--- src/hw/rtl/dcg_pkg.sv ---
// Shared types, constants and the raised-cosine ROM of the curve CV and gate generator.
// Used by every module under hw/rtl; depends on nothing else.
`default_nettype none

package dcg_pkg;

    // Table sizes; both depths are powers of two.
    localparam int TABLE_DEPTH = 2048;
    localparam int TABLE_ADDR_W = $clog2(TABLE_DEPTH);
    localparam int PHASE_BITS = 32;
    localparam int COS_DEPTH = 256;
    localparam int COS_ADDR_W = $clog2(COS_DEPTH);
    localparam int COS_SPAN = COS_DEPTH - 1;

    // Field widths
    localparam int STEP_W = 32;
    localparam int DIR_W = 2;
    localparam int RAMP_W = 12;
    localparam int RECIP_W = 17;
    localparam int COEFF_W = 16;
    localparam int INDEX_W = 11;
    localparam int VALUE_W = 16;
    localparam int ENTRY_W = VALUE_W + 1;
    localparam int SMOOTH_W = 24;
    localparam int USED_W = RAMP_W + RECIP_W;
    localparam int PROG_W = 17;
    localparam int RI_PROD_W = PROG_W + COS_ADDR_W + 1;
    localparam int SMOOTH_PROD_W = COEFF_W + SMOOTH_W;
    localparam int CV_SUM_W = SMOOTH_W + 1;
    localparam int CFG_INDEX_W = 3;
    localparam int CFG_DATA_W = 32;

    // Queue sizes; depths are powers of two.
    localparam int CMDQ_DEPTH = 4;
    localparam int CMDQ_PTR_W = $clog2(CMDQ_DEPTH);
    localparam int CMDQ_CNT_W = CMDQ_PTR_W + 1;
    localparam int RESQ_DEPTH = 4;
    localparam int RESQ_PTR_W = $clog2(RESQ_DEPTH);
    localparam int RESQ_CNT_W = RESQ_PTR_W + 1;
    // Results queued plus ticks still in the back end pipeline
    localparam int RESQ_PEND_W = RESQ_CNT_W + 1;

    localparam logic [VALUE_W-1:0] FULL_SCALE = 16'd32768;
    localparam logic [ENTRY_W-1:0] HOLE_WORD = {1'b1, {VALUE_W{1'b0}}};
    localparam int HOLE_BIT = VALUE_W;
    localparam int ONE_Q16 = 65536;

    // Input command codes
    localparam logic CMD_TICK = 1'b0;
    localparam logic CMD_WRITE = 1'b1;

    // Direction codes
    localparam logic [DIR_W-1:0] DIR_FROZEN = 2'd0;
    localparam logic [DIR_W-1:0] DIR_FORWARD = 2'd1;
    localparam logic [DIR_W-1:0] DIR_REVERSE = 2'd2;

    // Reset values of the registers
    localparam logic [STEP_W-1:0] RST_PHASE_STEP = 32'd24348;
    localparam logic [DIR_W-1:0] RST_DIRECTION = DIR_FORWARD;
    localparam logic [RAMP_W-1:0] RST_DECLICK_LENGTH = 12'd64;
    localparam logic [RECIP_W-1:0] RST_DECLICK_RECIP = 17'd1024;
    localparam logic [COEFF_W-1:0] RST_SMOOTHING_COEFF = 16'd370;

    typedef enum logic [CFG_INDEX_W-1:0] {
        CFG_PHASE_STEP      = 3'd0,
        CFG_DIRECTION       = 3'd1,
        CFG_DECLICK_LENGTH  = 3'd2,
        CFG_DECLICK_RECIP   = 3'd3,
        CFG_SMOOTHING_COEFF = 3'd4
    } cfg_index_t;

    typedef enum logic {
        OP_TICK  = 1'b0,
        OP_WRITE = 1'b1
    } op_t;

    typedef logic [TABLE_ADDR_W-1:0] addr_t;
    typedef logic [ENTRY_W-1:0] entry_t;

    typedef struct packed {
        logic [STEP_W-1:0]  phase_step;
        logic [DIR_W-1:0]   direction;
        logic [RAMP_W-1:0]  declick_length;
        logic [RECIP_W-1:0] declick_reciprocal;
        logic [COEFF_W-1:0] smoothing_coeff;
    } cfg_t;

    typedef struct packed {
        op_t    op;
        logic   lock;
        addr_t  addr;
        entry_t data;
    } cmd_item_t;

    typedef struct packed {
        logic [VALUE_W-1:0] cv;
        logic [VALUE_W-1:0] gate;
        logic [INDEX_W-1:0] scan_index;
    } result_t;

    typedef struct packed {
        logic clearing;
    } back_status_t;

    // Raised-cosine ROM, built at elaboration from a Taylor series in Q28.
    localparam longint ONE_Q28 = 64'sd268435456;
    localparam logic [63:0] PI_Q28 = 64'd843314857;
    localparam logic [63:0] COS_SPAN_WIDE = 64'(COS_SPAN);

    typedef logic [VALUE_W-1:0] cos_rom_t [COS_DEPTH];

    function automatic longint cos_q28(input logic [63:0] x);
        logic [63:0] x2;
        logic [63:0] term;
        longint sum;
        x2 = (x * x) >> 28;
        term = 64'(ONE_Q28);
        sum = ONE_Q28;
        term = ((term * x2) >> 28) / 64'd2;   sum = sum - longint'(term);
        term = ((term * x2) >> 28) / 64'd12;  sum = sum + longint'(term);
        term = ((term * x2) >> 28) / 64'd30;  sum = sum - longint'(term);
        term = ((term * x2) >> 28) / 64'd56;  sum = sum + longint'(term);
        term = ((term * x2) >> 28) / 64'd90;  sum = sum - longint'(term);
        term = ((term * x2) >> 28) / 64'd132; sum = sum + longint'(term);
        term = ((term * x2) >> 28) / 64'd182; sum = sum - longint'(term);
        term = ((term * x2) >> 28) / 64'd240; sum = sum + longint'(term);
        term = ((term * x2) >> 28) / 64'd306; sum = sum - longint'(term);
        term = ((term * x2) >> 28) / 64'd380; sum = sum + longint'(term);
        term = ((term * x2) >> 28) / 64'd462; sum = sum - longint'(term);
        term = ((term * x2) >> 28) / 64'd552; sum = sum + longint'(term);
        return sum;
    endfunction

    function automatic cos_rom_t build_cos_rom();
        cos_rom_t rom;
        logic [63:0] x;
        longint v;
        for (int k = 0; k < COS_DEPTH; k++) begin
            x = (PI_Q28 * 64'(k) + (COS_SPAN_WIDE >> 1)) / COS_SPAN_WIDE;
            v = (ONE_Q28 - cos_q28(x) + 64'sd8192) / 64'sd16384;
            if (v < 64'sd0) begin
                v = 64'sd0;
            end
            if (v > 64'sd32768) begin
                v = 64'sd32768;
            end
            rom[k] = VALUE_W'(v);
        end
        return rom;
    endfunction

    localparam cos_rom_t COS_ROM = build_cos_rom();

endpackage

`default_nettype wire

--- src/hw/rtl/dcg_result_queue.sv ---
// Result queue on the output side; its head drives the result ports.
// Depends on dcg_pkg.
`default_nettype none

module dcg_result_queue (
    input  wire logic                          clk,
    input  wire logic                          rst_n,
    input  wire logic                          push,
    input  wire dcg_pkg::result_t              item_in,
    output logic [dcg_pkg::RESQ_CNT_W-1:0]     count,
    output logic                               empty,
    output dcg_pkg::result_t                   head,
    input  wire logic                          pop
);

    dcg_pkg::result_t               slot_reg [dcg_pkg::RESQ_DEPTH];
    logic [dcg_pkg::RESQ_PTR_W-1:0] wr_ptr_reg;
    logic [dcg_pkg::RESQ_PTR_W-1:0] rd_ptr_reg;
    logic [dcg_pkg::RESQ_CNT_W-1:0] count_reg;
    logic [dcg_pkg::RESQ_CNT_W-1:0] count_next;
    logic                           do_pop;

    // The back end never pushes without a free slot, so push needs no guard.
    assign count = count_reg;
    assign empty = (count_reg == '0);
    assign head = slot_reg[rd_ptr_reg];
    assign do_pop = pop & ~empty;

    always_comb
    begin
        count_next = count_reg;
        if (push && !do_pop)
        begin
            count_next = count_reg + 1'b1;
        end
        else if (do_pop && !push)
        begin
            count_next = count_reg - 1'b1;
        end
    end

    always_ff @(posedge clk or negedge rst_n)
    begin
        if (!rst_n)
        begin
            wr_ptr_reg <= '0;
            rd_ptr_reg <= '0;
            count_reg <= '0;
        end
        else
        begin
            if (push)
            begin
                wr_ptr_reg <= wr_ptr_reg + 1'b1;
            end
            if (do_pop)
            begin
                rd_ptr_reg <= rd_ptr_reg + 1'b1;
            end
            count_reg <= count_next;
        end
    end

    always_ff @(posedge clk)
    begin
        if (push)
        begin
            slot_reg[wr_ptr_reg] <= item_in;
        end
    end

endmodule

`default_nettype wire

--- config.mk ---
export PLATFORM = sky130hd
export DESIGN_NAME = dcg_result_queue
export DESIGN_NICKNAME = d
export VERILOG_FILES = /design/src/hw/rtl/dcg_pkg.sv /design/src/hw/rtl/dcg_result_queue.sv
export SDC_FILE = /design/constraint.sdc
export NUM_CORES = 1
export LEC_CHECK = 0
export ABC_AREA = 1
export BUFFER_PORTS_ARGS = -buffer_cell sky130_fd_sc_hd__buf_2
export CAP_MARGIN = 20
export CORE_UTILIZATION = 45
export CTS_CLUSTER_SIZE = 14
export DETAILED_ROUTE_END_ITERATION = 12
export PLACE_DENSITY = 0.78
export RECOVER_POWER = 50
export SLEW_MARGIN = 30
export SYNTH_ARGS = -nofsm -noshare
export SYNTH_HDL_FRONTEND = slang
export SYNTH_SLANG_ARGS = --single-unit
--- constraint.sdc ---
create_clock -name clk -period 2 [get_ports clk]
set_input_delay 0.1 -clock clk [delete_from_list [all_inputs] [get_ports clk]]
set_output_delay 0.1 -clock clk [all_outputs]
set_load 0.005 [all_outputs]
=== Word-level counts from Yosys, hierarchy flattened ===
Memory sizes are Yosys's and may differ from the RTL's.
Index checks and enable logic that the tools add are counted.

* Add/subtract/negate cells: 4
* Multiplexer cells: 4
* Bitwise gates (word level): 2
* Reduce and logical (&&, ||, !) cells: 6

{| class="wikitable"
|+ Operators with widths
! cell !! number
|-
| 3-bit two-way mux || 2
|-
| 2-bit by 1-bit adder with 2-bit output (second input constant) || 2
|-
| 3-bit by 1-bit adder with 3-bit output (second input constant) || 1
|-
| 3-bit logical NOT || 1
|-
| 3-bit by 1-bit subtractor with 3-bit output (second input constant) || 1
|-
| 1-bit logical AND || 2
|-
| 1-bit logical NOT || 2
|-
| 1-bit two-way mux || 2
|-
| 2-bit nonzero test || 1
|-
| 1-bit AND || 1
|-
| 1-bit NOT || 1
|}

* Register bits after elaboration: 7
* Memory bits (writable): 172
* Bits of input ports: 47
* Output and inout port bits: 47
* Word-level logic and storage cells: 20
* Memories: 1

{| class="wikitable"
|+ Memories
! name !! depth !! bits a word !! rd ports !! clocked after Yosys merged registers in !! write ports !! RTL line !! text
|-
| slot_reg || 4 || 43 || 1 || 0 || 1 || dcg_result_queue.sv:16 || <nowiki>dcg_pkg::result_t slot_reg [dcg_pkg::RESQ_DEPTH];</nowiki>
|}

=== Longest topological paths before layout ===
Gate-level depths: netlist of run 1.

* Word-level depth: 6
* Mapped depth: 11
* Mapped depth without buffers: 11

=== Worst setup path after synthesis of run 1 ===
OpenSTA, ideal clock, no wires.

* Path type: register to register
* Start point: register wr_ptr_reg[0] (netlist name)
* End point: memory slot_reg[0][0] (netlist name) (enable)
* Library setup time: 397 ps
* Arrival time: 1,518 ps
* Data required time: 1,603 ps
* Setup slack: 85 ps
* Stages on the path, launching flop included: 5
* Path buffers: 0
* Period minus slack after synthesis: 1,915 ps
* Cell sequence: dfrtp_1 -> inv_1 -> ha_1 -> nand2_1 -> inv_1

{| class="wikitable"
|+ RTL lines
! element !! RTL line !! text
|-
| from (decl) || dcg_result_queue.sv:17 || <nowiki>logic [dcg_pkg::RESQ_PTR_W-1:0] wr_ptr_reg;</nowiki>
|-
| from (signal assigned) || dcg_result_queue.sv:54 || <nowiki>wr_ptr_reg <= wr_ptr_reg + 1'b1;</nowiki>
|-
| to (decl) || dcg_result_queue.sv:16 ||
|}

Straight into the memory's write port.

=== Final worst setup path of run 1 ===
* Start point: register count_reg (netlist bit count[0])
* End point: register count_reg (netlist bit count[2])

* Cells in the longest elaborated chain, start to end: 6
* Elaborated cells on any way between the ends: 11
* Those cells by class: 2 x add/sub; 2 x mux; 2 x bitwise; 5 x reduce/logical

{| class="wikitable"
|+ Ends and longest elaborated chain
! element !! RTL line !! text
|-
| from (decl) || dcg_result_queue.sv:19 || <nowiki>logic [dcg_pkg::RESQ_CNT_W-1:0] count_reg;</nowiki>
|-
| from (signal assigned) || dcg_result_queue.sv:60 || <nowiki>count_reg <= count_next;</nowiki>
|-
| parallel branches: the longest is 6 deep, another holds 3-bit by 1-bit subtractor with 3-bit output || - ||
|}

Several ways; the timed one is not identified. The select of a mux whose other input is x is not followed.
A chain may end at the register's enable or synchronous reset.

==> impl_metrics.py, run 1 <==
metrics = {
    "cts": {
        "cts_tree": "built",
        "clock_latency_ns": 0.43,
        "cts.path.max_buffers": 2,
        "clock_sink_count": 179,
        "worst_setup_hold_path_clk_slew_ns": 0.07,
        "cts_max_level": 4,
        "cts_bufs_inserted": 17,
        "clock_tree.root_cell": "sky130_fd_sc_hd__clkbuf_16",
    },
    "worst_setup_path": {
        "setup.worst_path.start": "count[0]",
        "crit_path_start_kind": "flop",
        "rr_endpoint": "count[2]",
        "worst_setup_path_end_kind": "flop",
        "crit_end": "count[2]",
        "worst_ep_required_time_ns": 2.32,
        "setup.reg_to_reg.worst_slack_ns": 0.14,
        "critPathMaxFanout": 5,
        "cp_data_arrival_time_ns": 2.18,
        "r2r_cells": 10,
        "r2r-start": "count[0]",
        "critical_path_class": "flop to flop",
    },
    "logic_synthesis": {
        "synth.net_count": 610,
        "post_synth.cell_area_avg_sq_um": 13.2,
        "yosysUniqueCellTypes": 19,
        "post_synth_instance_area_sq_um": 7350,
        "netlist_instances": 557,
        "synth.ff_latch_count": 179,
        "yosysSeqAreaShare_pct": 72.7,
        "ys.warnings.count": 0,
    },
    "global_route": {
        "gr-total-overflow": 0,
        "global_route_wire_length_before_repair_um": 21900,
        "number_of_global_route_vias_before_repair": 4392,
        "grt.total_usage_pct": 17.8,
        "antenna_violations_before_repair": 1,
        "grt_max_degree": 62,
    },
    "power": {
        "cellLeakagePower_uw": 0.00359,
        "irDropWorstVdd_mv": 0.784,
        "p_comb_share_pct": 33.6,
        "power_frac_seq_pct": 41.7,
        "power_frac_clock_pct": 24.7,
        "switching_share_pct": 33.3,
        "p_int_uw": 8200,
        "power_per_cell_area_nw_per_um2": 1370,
        "switchingPower_uw": 4100,
    },
    "drt": {
        "num_vias": 4489,
        "routedWlPerCell_um": 15.1,
        "drt.antenna.violating_nets": 0,
        "drt_first_pass_iters": 4,
        "total_wire_length_after_detailed_routing_um": 14000,
        "remaining_drc_errors": 0,
        "route.detailed.vias_per_inst": 4.84,
        "drtIter0Drc": 260,
    },
    "final_layout": {
        "area_delta_synth_final_pct": 22.4,
        "antennaDiodeCount": 0,
        "post-route-cell-area_sq_um": 8990,
        "layout_commonest_cell": "sky130_fd_sc_hd__edfxtp_1",
        "final_layout_size_suffix_gt1_share_pct": 14.5,
        "highest_count_cells_in_the_layout_ignoring_fill_and_taps": "sky130_fd_sc_hd__edfxtp_1 (172), sky130_fd_sc_hd__nand2_1 (148), sky130_fd_sc_hd__inv_1 (94)",
        "largest_reg_flops": 172,
        "num-nets-final": 752,
    },
    "timing": {
        "layout_setup_ws_ns": 0.138,
        "timing.slew.headroom_pct": 62.3,
        "final.period_utilization_pct": 93.1,
        "rsz0062_at_grt": "true",
        "hold_ws_ns": 0.133,
        "max_clock_freq_mhz": 537,
        "post-route-min-period_ns": 1.86,
        "worst_clock_skew_ns": 0.00624,
        "finalSetupViolCount": 0,
        "slew_at_the_pin_closest_to_its_max_slew_limit_ns": 0.565,
        "timing.final.hold_violations": 0,
        "setup_total_negative_slack_ns": 0,
        "slew_viol_final": 0,
    },
    "placed_design": {
        "gp_congestion": 0.799,
        "pre_cts_ws_ns": 0.149,
        "placement.io_buffers": 93,
        "dpl_cell_area_sq_um": 8040,
        "detailedPlacementHpwl_um": 8630,
    },
    "floorplan": {
        "floorplan.initialDensity_pct": 46.2,
        "design.die.area_sq_um": 16800,
        "placement_rows": 46,
        "die_height_um": 130,
        "core_sq_um": 15900,
        "num_io_pins": 94,
        "die_width_um": 130,
    },
    "run": {
        "max_cap_violations": 0,
    },
    "outcome": {
        "outcome": "complete, no violations",
    },
    "hold_path": {
        "min-delay-path-class": "input port to async pin",
    },
}
## per-layer routing
layer  routed length, um  up-vias  global-route usage, %
li1                    -     2207                      -
met1                5910     2163                   21.1
met2                7190      103                   30.7
met3                 726       14                   5.58
met4                 130        2                   6.09
met5                  10        -                      0
## critical path, cell delays in order, from the launching register on
cell,delay [ns]
sky130_fd_sc_hd__dfrtp_2,0.44
sky130_fd_sc_hd__nor2_1,0.15
sky130_fd_sc_hd__nand2_2,0.10
sky130_fd_sc_hd__nand2_1,0.09
sky130_fd_sc_hd__ha_1,0.19
sky130_fd_sc_hd__inv_1,0.09
sky130_fd_sc_hd__fa_1,0.42
sky130_fd_sc_hd__inv_1,0.07
sky130_fd_sc_hd__nand2_1,0.06
sky130_fd_sc_hd__nand4_1,0.09
sky130_fd_sc_hd__nand2_1,0.06
## area by class of cell
cell class / instances / area, sq um
sequential: 179 / 5340
clock buffer: 17 / 425
timing repair buffer: 152 / 1090
fill: 1310 / 6890
clock inverter: 15 / 116
inverter: 100 / 378
tap: 216 / 270
multi-input combinational: 249 / 1370
## power by group through the flow
stage                     Clock [uW]  Sequential, uW  Combinational (uW)
after detailed placement           0            5210                4120
after floorplan                    0            5170                2730
final                           3040            5130                4130
after CTS                       3100            5130                4220
after global placement             0            5160                3960
after global routing            3240            5180                4630
## through the flow
stage | std cells | power, uW | utilization [%]
after CTS | 928 | 12400 | 56.9
after detailed placement | 850 | 9330 | 50.6
after global routing | 928 | 13100 | 56.6
after floorplan | 557 | 7900 | -
final | 928 | 12300 | 56.6
after global placement | 850 | 9120 | 50.6
## worst min-delay path by stage
stage,slack (ns),to,cells after the start
2_1_floorplan,-0.20,count[0],0
3_3_place_gp,-0.06,count[1],1
3_5_place_dp,-0.05,count[1],1
4_1_cts,0.03,count[1],2
5_1_grt,0.16,count[1],2
6_report,0.13,count[1],2
## cells by family (layout without fill, tap and decap cells)
logic type,after synthesis,in the layout,share of synthesized area [%]
buffers and inverters,129,284,8.72
adder cells (fa/ha/maj),6,6,1.12
XOR/XNOR,2,2,0.239
flip-flops,179,179,72.7
AND/OR/NAND/NOR,154,154,7.95
AO/OA/AOI/OAI,87,87,9.27
## cells in the mapped netlist (all sizes together)
| master | number | area, sq um |
|---|---|---|
| nor2 | 1 | 3.75 |
| edfxtp | 172 | 5160 |
| nand4 | 1 | 6.26 |
| dfrtp | 7 | 175 |
| buf | 28 | 262 |
| nand2 | 149 | 559 |
| xnor2 | 1 | 8.76 |
| nand3 | 3 | 15.0 |
| inv | 100 | 375 |
| clkbuf | 1 | 3.75 |
| fa | 1 | 20.0 |
| o21ai | 1 | 5.00 |
| o211ai | 86 | 676 |
| ha | 5 | 62.6 |
| xor2 | 1 | 8.76 |
## repair_timing
action,4_1_cts,5_1_grt
gates resized for setup,0,2
hold buffers,46,0
endpoints found under the hold margin,182,0
setup endpoints to repair,0,2
setup buffers,0,0
(Power assumes the default switching activity.)
==> inputs of run 2 (changes only) <==
--- a/config.mk
+++ b/config.mk
@@ -8,6 +8,7 @@
 export ABC_AREA = 1
 export BUFFER_PORTS_ARGS = -buffer_cell sky130_fd_sc_hd__buf_2
 export CAP_MARGIN = 20
+export CORE_ASPECT_RATIO = 0.75
 export CORE_UTILIZATION = 45
 export CTS_CLUSTER_SIZE = 14
 export DETAILED_ROUTE_END_ITERATION = 12
==> run 2 against run 1 <==
Effect of this change: global-route usage grew 0.059 points; clock power is essentially flat; worst hold slack lost 0.018 ns; sequential share of layout area shrank 0.17 points; largest cell class unchanged; largest power group unchanged.
==> impl_metrics.py, run 2 (synthesized netlist as in run 1, its figures left out) <==
metrics = {
    "outcome": {
        "outcome": "complete, no violations",
    },
    "worst_setup_path": {
        "r2r-start": "count[0]",
        "rr_endpoint": "count[2]",
        "worst_ep_required_time_ns": 2.31,
        "r2r_cells": 10,
        "setup.reg_to_reg.worst_slack_ns": 0.17,
        "crit_path_start_kind": "flop",
        "worst_setup_path_end_kind": "flop",
        "crit_end": "count[2]",
        "cp_data_arrival_time_ns": 2.13,
        "setup.worst_path.start": "count[0]",
        "critical_path_class": "flop to flop",
        "critPathMaxFanout": 5,
    },
    "timing": {
        "worst_clock_skew_ns": 0.00642,
        "slew_viol_final": 0,
        "finalSetupViolCount": 0,
        "final.period_utilization_pct": 91.3,
        "hold_ws_ns": 0.115,
        "slew_at_the_pin_closest_to_its_max_slew_limit_ns": 0.475,
        "timing.final.hold_violations": 0,
        "layout_setup_ws_ns": 0.174,
        "setup_total_negative_slack_ns": 0,
        "timing.slew.headroom_pct": 68.3,
        "max_clock_freq_mhz": 548,
        "post-route-min-period_ns": 1.83,
        "rsz0062_at_grt": "false",
    },
    "placed_design": {
        "placement.io_buffers": 93,
        "gp_congestion": 0.822,
        "detailedPlacementHpwl_um": 8560,
        "dpl_cell_area_sq_um": 8070,
        "pre_cts_ws_ns": 0.180,
    },
    "final_layout": {
        "largest_reg_flops": 172,
        "post-route-cell-area_sq_um": 9020,
        "num-nets-final": 756,
        "antennaDiodeCount": 0,
        "n_fill_cell": 1259,
        "final_core_utilization_pct": 56.5,
        "layout_commonest_cell": "sky130_fd_sc_hd__edfxtp_1",
        "final_layout_size_suffix_gt1_share_pct": 15.1,
        "highest_count_cells_in_the_layout_ignoring_fill_and_taps": "sky130_fd_sc_hd__edfxtp_1 (172), sky130_fd_sc_hd__nand2_1 (148), sky130_fd_sc_hd__inv_1 (95)",
        "area_delta_synth_final_pct": 22.8,
    },
    "power": {
        "power_frac_clock_pct": 24.7,
        "p_int_uw": 8250,
        "power_per_cell_area_nw_per_um2": 1370,
        "power_frac_seq_pct": 41.7,
        "switching_share_pct": 33.3,
        "cellLeakagePower_uw": 0.00363,
        "irDropWorstVdd_mv": 0.802,
        "switchingPower_uw": 4110,
        "p_comb_share_pct": 33.6,
    },
    "floorplan": {
        "design.die.area_sq_um": 16800,
        "die_height_um": 113,
        "floorplan.initialDensity_pct": 46.0,
        "placement_rows": 40,
        "num_io_pins": 94,
        "core_sq_um": 16000,
        "die_width_um": 150,
    },
    "global_route": {
        "global_route_wire_length_before_repair_um": 22400,
        "gr-total-overflow": 0,
        "number_of_global_route_vias_before_repair": 4494,
        "grt_max_degree": 61,
        "grt.total_usage_pct": 17.9,
        "antenna_violations_before_repair": 0,
    },
    "cts": {
        "cts_setup_buffers": 0,
        "cts.path.max_buffers": 2,
        "cts_max_level": 4,
        "cts_tree": "built",
        "cts_bufs_inserted": 17,
        "clock_latency_ns": 0.42,
        "clock_tree.root_cell": "sky130_fd_sc_hd__clkbuf_16",
        "worst_setup_hold_path_clk_slew_ns": 0.06,
        "clock_sink_count": 179,
    },
    "drt": {
        "routedWlPerCell_um": 15.3,
        "drt.antenna.violating_nets": 0,
        "route.detailed.vias_per_inst": 4.91,
        "drtIter0Drc": 214,
        "num_vias": 4547,
        "remaining_drc_errors": 0,
        "total_wire_length_after_detailed_routing_um": 14100,
        "drt_first_pass_iters": 4,
    },
    "run": {
        "max_cap_violations": 0,
    },
    "hold_path": {
        "min-delay-path-class": "input port to async pin",
    },
}
## run 2: cell count changes in the layout (fill, tap and decap cells not counted), moves of 2 or more
cell	previous run	this run
sky130_fd_sc_hd__clkinv_1	6	3
sky130_fd_sc_hd__buf_4	3	7
sky130_fd_sc_hd__clkinvlp_4	5	1
sky130_fd_sc_hd__clkinv_2	0	3
sky130_fd_sc_hd__buf_12	10	8
sky130_fd_sc_hd__clkbuf_1	44	46
## run 2: what timing repair did
item | 4_1_cts | 5_1_grt
endpoints found under the hold margin | 182 | 0
resized for setup | 1 | 7
hold buffers | 46 | 0
endpoints found under the setup margin | 9 | 18
## run 2: routing by layer
layer,up-vias,track usage (%),share of wire (%)
met5,-,0,0
met3,15,5.45,4.7
li1,2227,-,-
met4,0,5.99,0.93
met2,115,30.0,51
met1,2190,21.8,44
## run 2: worst min path at each step
stage	startpoint	end
after floorplan	rst_n	count[0]
after global placement	rst_n	count[0]
after detailed placement	rst_n	count[1]
after CTS	rst_n	count[1]
after global routing	rst_n	count[1]
final	rst_n	count[1]
## run 2: power by group through the flow
stage / Combinational (uW) / Clock [uW] / Sequential, uW
floorplan: 2730 / 0 / 5170
global route: 4660 / 3270 / 5210
global placement: 4020 / 0 / 5160
finish: 4160 / 3050 / 5150
detailed placement: 4160 / 0 / 5210
CTS: 4260 / 3120 / 5140
## run 2: area by class of cell
class	instances	area [sq um]	area share, %
sequential	179	5340	59.2
multi-input combinational	249	1370	15.2
timing repair buffer	156	1120	12.4
clock buffer	19	433	4.80
inverter	100	388	4.30
tap	210	263	2.91
clock inverter	13	110	1.22
## run 2: critical path: stages (launching register included)
cell                      delay (ns)
sky130_fd_sc_hd__dfrtp_2        0.44
sky130_fd_sc_hd__nor2_1         0.14
sky130_fd_sc_hd__nand2_2        0.10
sky130_fd_sc_hd__nand2_1        0.10
sky130_fd_sc_hd__ha_1           0.18
sky130_fd_sc_hd__inv_1          0.08
sky130_fd_sc_hd__fa_1           0.38
sky130_fd_sc_hd__nand2_1        0.10
sky130_fd_sc_hd__nand3_1        0.07
sky130_fd_sc_hd__nand2_1        0.06
sky130_fd_sc_hd__nand2_1        0.06
## run 2: metrics by stage
stage                     std cells  power, uW
after floorplan                 557       7900
after global placement          848       9180
after detailed placement        848       9370
after CTS                       926      12500
after global routing            926      13100
final                           926      12400
==> inputs of run 3 (changes only) <==
--- a/config.mk
+++ b/config.mk
@@ -9,10 +9,10 @@
 export BUFFER_PORTS_ARGS = -buffer_cell sky130_fd_sc_hd__buf_2
 export CAP_MARGIN = 20
 export CORE_ASPECT_RATIO = 0.75
-export CORE_UTILIZATION = 45
+export CORE_UTILIZATION = 52
 export CTS_CLUSTER_SIZE = 14
 export DETAILED_ROUTE_END_ITERATION = 12
-export PLACE_DENSITY = 0.78
+export PLACE_DENSITY = 0.87
 export RECOVER_POWER = 50
 export SLEW_MARGIN = 30
 export SYNTH_ARGS = -nofsm -noshare
==> run 3 against run 2 <==
Effect of this change: the flow now finishes with violations (design-rule violations); sequential cell count is the same; global-route usage grew 3.0 points; non-clock buffer count shrank 1; critical path type is now flop to output port; critical endpoint is now head[14].
==> impl_metrics.py, run 3 (synthesized netlist as in run 1, its figures left out) <==
metrics = {
    "final_layout": {
        "final_core_utilization_pct": 64.6,
        "area_delta_synth_final_pct": 20.9,
        "antennaDiodeCount": 0,
        "n_fill_cell": 955,
        "largest_reg_flops": 172,
        "post-route-cell-area_sq_um": 8880,
        "highest_count_cells_in_the_layout_ignoring_fill_and_taps": "sky130_fd_sc_hd__edfxtp_1 (172), sky130_fd_sc_hd__nand2_1 (149), sky130_fd_sc_hd__inv_1 (96)",
        "layout_commonest_cell": "sky130_fd_sc_hd__edfxtp_1",
        "final_layout_size_suffix_gt1_share_pct": 14.5,
        "num-nets-final": 755,
    },
    "drt": {
        "total_wire_length_after_detailed_routing_um": 14300,
        "drtIter0Drc": 255,
        "routedWlPerCell_um": 16.1,
        "remaining_drc_errors": 6,
        "route.detailed.vias_per_inst": 5.13,
        "drt_first_pass_iters": 9,
        "drt.antenna.violating_nets": 0,
        "num_vias": 4567,
    },
    "placed_design": {
        "gp_congestion": 0.799,
        "detailedPlacementHpwl_um": 8300,
        "placement.io_buffers": 93,
        "dpl_cell_area_sq_um": 7950,
    },
    "floorplan": {
        "die_height_um": 105,
        "core_sq_um": 13700,
        "design.die.area_sq_um": 14600,
        "num_io_pins": 94,
        "die_width_um": 139,
        "floorplan.initialDensity_pct": 53.4,
        "placement_rows": 37,
    },
    "worst_setup_path": {
        "cp_data_arrival_time_ns": 1.83,
        "critical_path_class": "flop to output port",
        "critical_path.most_common_cell": "sky130_fd_sc_hd__nand2_1",
        "worst_ep_required_time_ns": 1.90,
        "critPathMaxStageDelay_ns": 0.44,
        "critPathMaxFanout": 40,
        "worst_setup_path_end_kind": "output port",
        "crit_path_start_kind": "flop",
        "setup.reg_to_reg.worst_slack_ns": 0.15,
        "slowest_stage": "sky130_fd_sc_hd__dfrtp_1",
        "crit_end": "head[14]",
        "r2r_cells": 5,
        "r2r-start": "wr_ptr_reg[0]",
        "setup.worst_path.start": "rd_ptr_reg[0]",
        "rr_endpoint": "slot_reg[2][41]",
        "timing.critical_path.cells": "inv_6 > buf_12 > nand2_1 > o211ai_1 > nand2_1 > buf_2",
    },
    "global_route": {
        "grt.total_usage_pct": 20.9,
        "groute.layer.met3.usage_pct": 6.05,
        "global_route.usage.met1_pct": 24.0,
        "antenna_violations_before_repair": 0,
        "global_route_wire_length_before_repair_um": 22600,
        "grt.met2_usage_pct": 36.5,
        "grt_max_degree": 47,
        "globalRoute.busiestLayer": "met2",
        "gr-total-overflow": 0,
        "number_of_global_route_vias_before_repair": 4719,
    },
    "timing": {
        "setup_total_negative_slack_ns": 0,
        "finalSetupViolCount": 0,
        "rsz0062_at_grt": "true",
        "post-route-min-period_ns": 1.93,
        "slew_at_the_pin_closest_to_its_max_slew_limit_ns": 0.896,
        "max_clock_freq_mhz": 519,
        "timing.slew.headroom_pct": 40.3,
        "final.period_utilization_pct": 96.3,
        "slew_viol_final": 0,
        "timing.final.hold_violations": 0,
        "worst_clock_skew_ns": 0.0110,
    },
    "cts": {
        "clock_tree.root_cell": "sky130_fd_sc_hd__clkbuf_16",
        "cts.path.max_buffers": 2,
        "cts_tree": "built",
        "worst_setup_hold_path_clk_slew_ns": 0.07,
        "clock_latency_ns": 0.43,
        "cts_bufs_inserted": 17,
        "cts_max_level": 4,
        "clock_sink_count": 179,
    },
    "power": {
        "power_per_cell_area_nw_per_um2": 1380,
        "cellLeakagePower_uw": 0.00361,
        "irDropWorstVdd_mv": 0.943,
    },
    "hold_path": {
        "min-delay-path-class": "input port to async pin",
    },
    "run": {
        "max_cap_violations": 0,
    },
    "outcome": {
        "failed_checks": "design-rule violations",
        "outcome": "complete, but fails checks",
    },
}
[run 3: cell count changes in the layout (fill, tap and decap cells not counted), sizes merged]
cell,before,now
clkinv,9,10
buf,65,63
[run 3: critical path, delay by kind of cell (launching register included)]
kind	cells	cell delay [ns]
buffers and inverters	3	0.63
AOI/OAI and AO/OA	1	0.12
and+or+nand+nor	2	0.18
DFF	1	0.44
[run 3: metal layers]
| metal | up-vias | routed length (um) |
|---|---|---|
| li1 | 2219 | - |
| met1 | 2199 | 5910 |
| met2 | 130 | 7390 |
| met3 | 19 | 790 |
| met4 | 0 | 221 |
| met5 | - | 0 |
[run 3: how the worst min path moves through the flow]
stage | from | end | slack, ns | cells past startpoint
after floorplan | rst_n | count[0] | -0.20 | 0
after global placement | rst_n | count[0] | -0.07 | 1
after detailed placement | rst_n | count[2] | -0.06 | 1
after CTS | rst_n | count[2] | 0.009 | 2
after global routing | rst_n | count[2] | 0.14 | 2
final | rst_n | count[2] | 0.11 | 2
[run 3: layout make-up]
| type | instances | area, sq um | share of cell area (%) |
|---|---|---|---|
| Sequential cell | 179 | 5340 | 60.1 |
| Inverter | 100 | 380 | 4.28 |
| Tap cell | 175 | 219 | 2.46 |
| Clock buffer | 18 | 429 | 4.83 |
| Multi-Input combinational cell | 249 | 1370 | 15.4 |
| Clock inverter | 14 | 113 | 1.27 |
| Timing Repair Buffer | 155 | 1040 | 11.7 |
[run 3: stage by stage]
stage	setup WS [ns]	hold slack, ns	cells	power, uW
floorplan	0.0848	-0.196	557	7900
global placement	0.307	-0.0650	812	9040
detailed placement	0.174	-0.0577	812	9240
CTS	0.0361	0.00888	890	12400
global route	-0.0150	0.141	890	13000
finish	0.0750	0.112	890	12300
[run 3: what timing repair did]
action / CTS / global route
gates resized for setup: 0 / 2
buffers inserted: 0 / 0
endpoints found under the setup margin: 0 / 28
endpoints found under the hold margin: 182 / 0
hold buffers: 46 / 0
[run 3: where the power goes]
part / switching (uW) / leakage, uW / internal [uW]
combinational: 2550 / 0.00168 / 1530
clock: 1340 / 0.000267 / 1700
sequential: 233 / 0.00166 / 4920
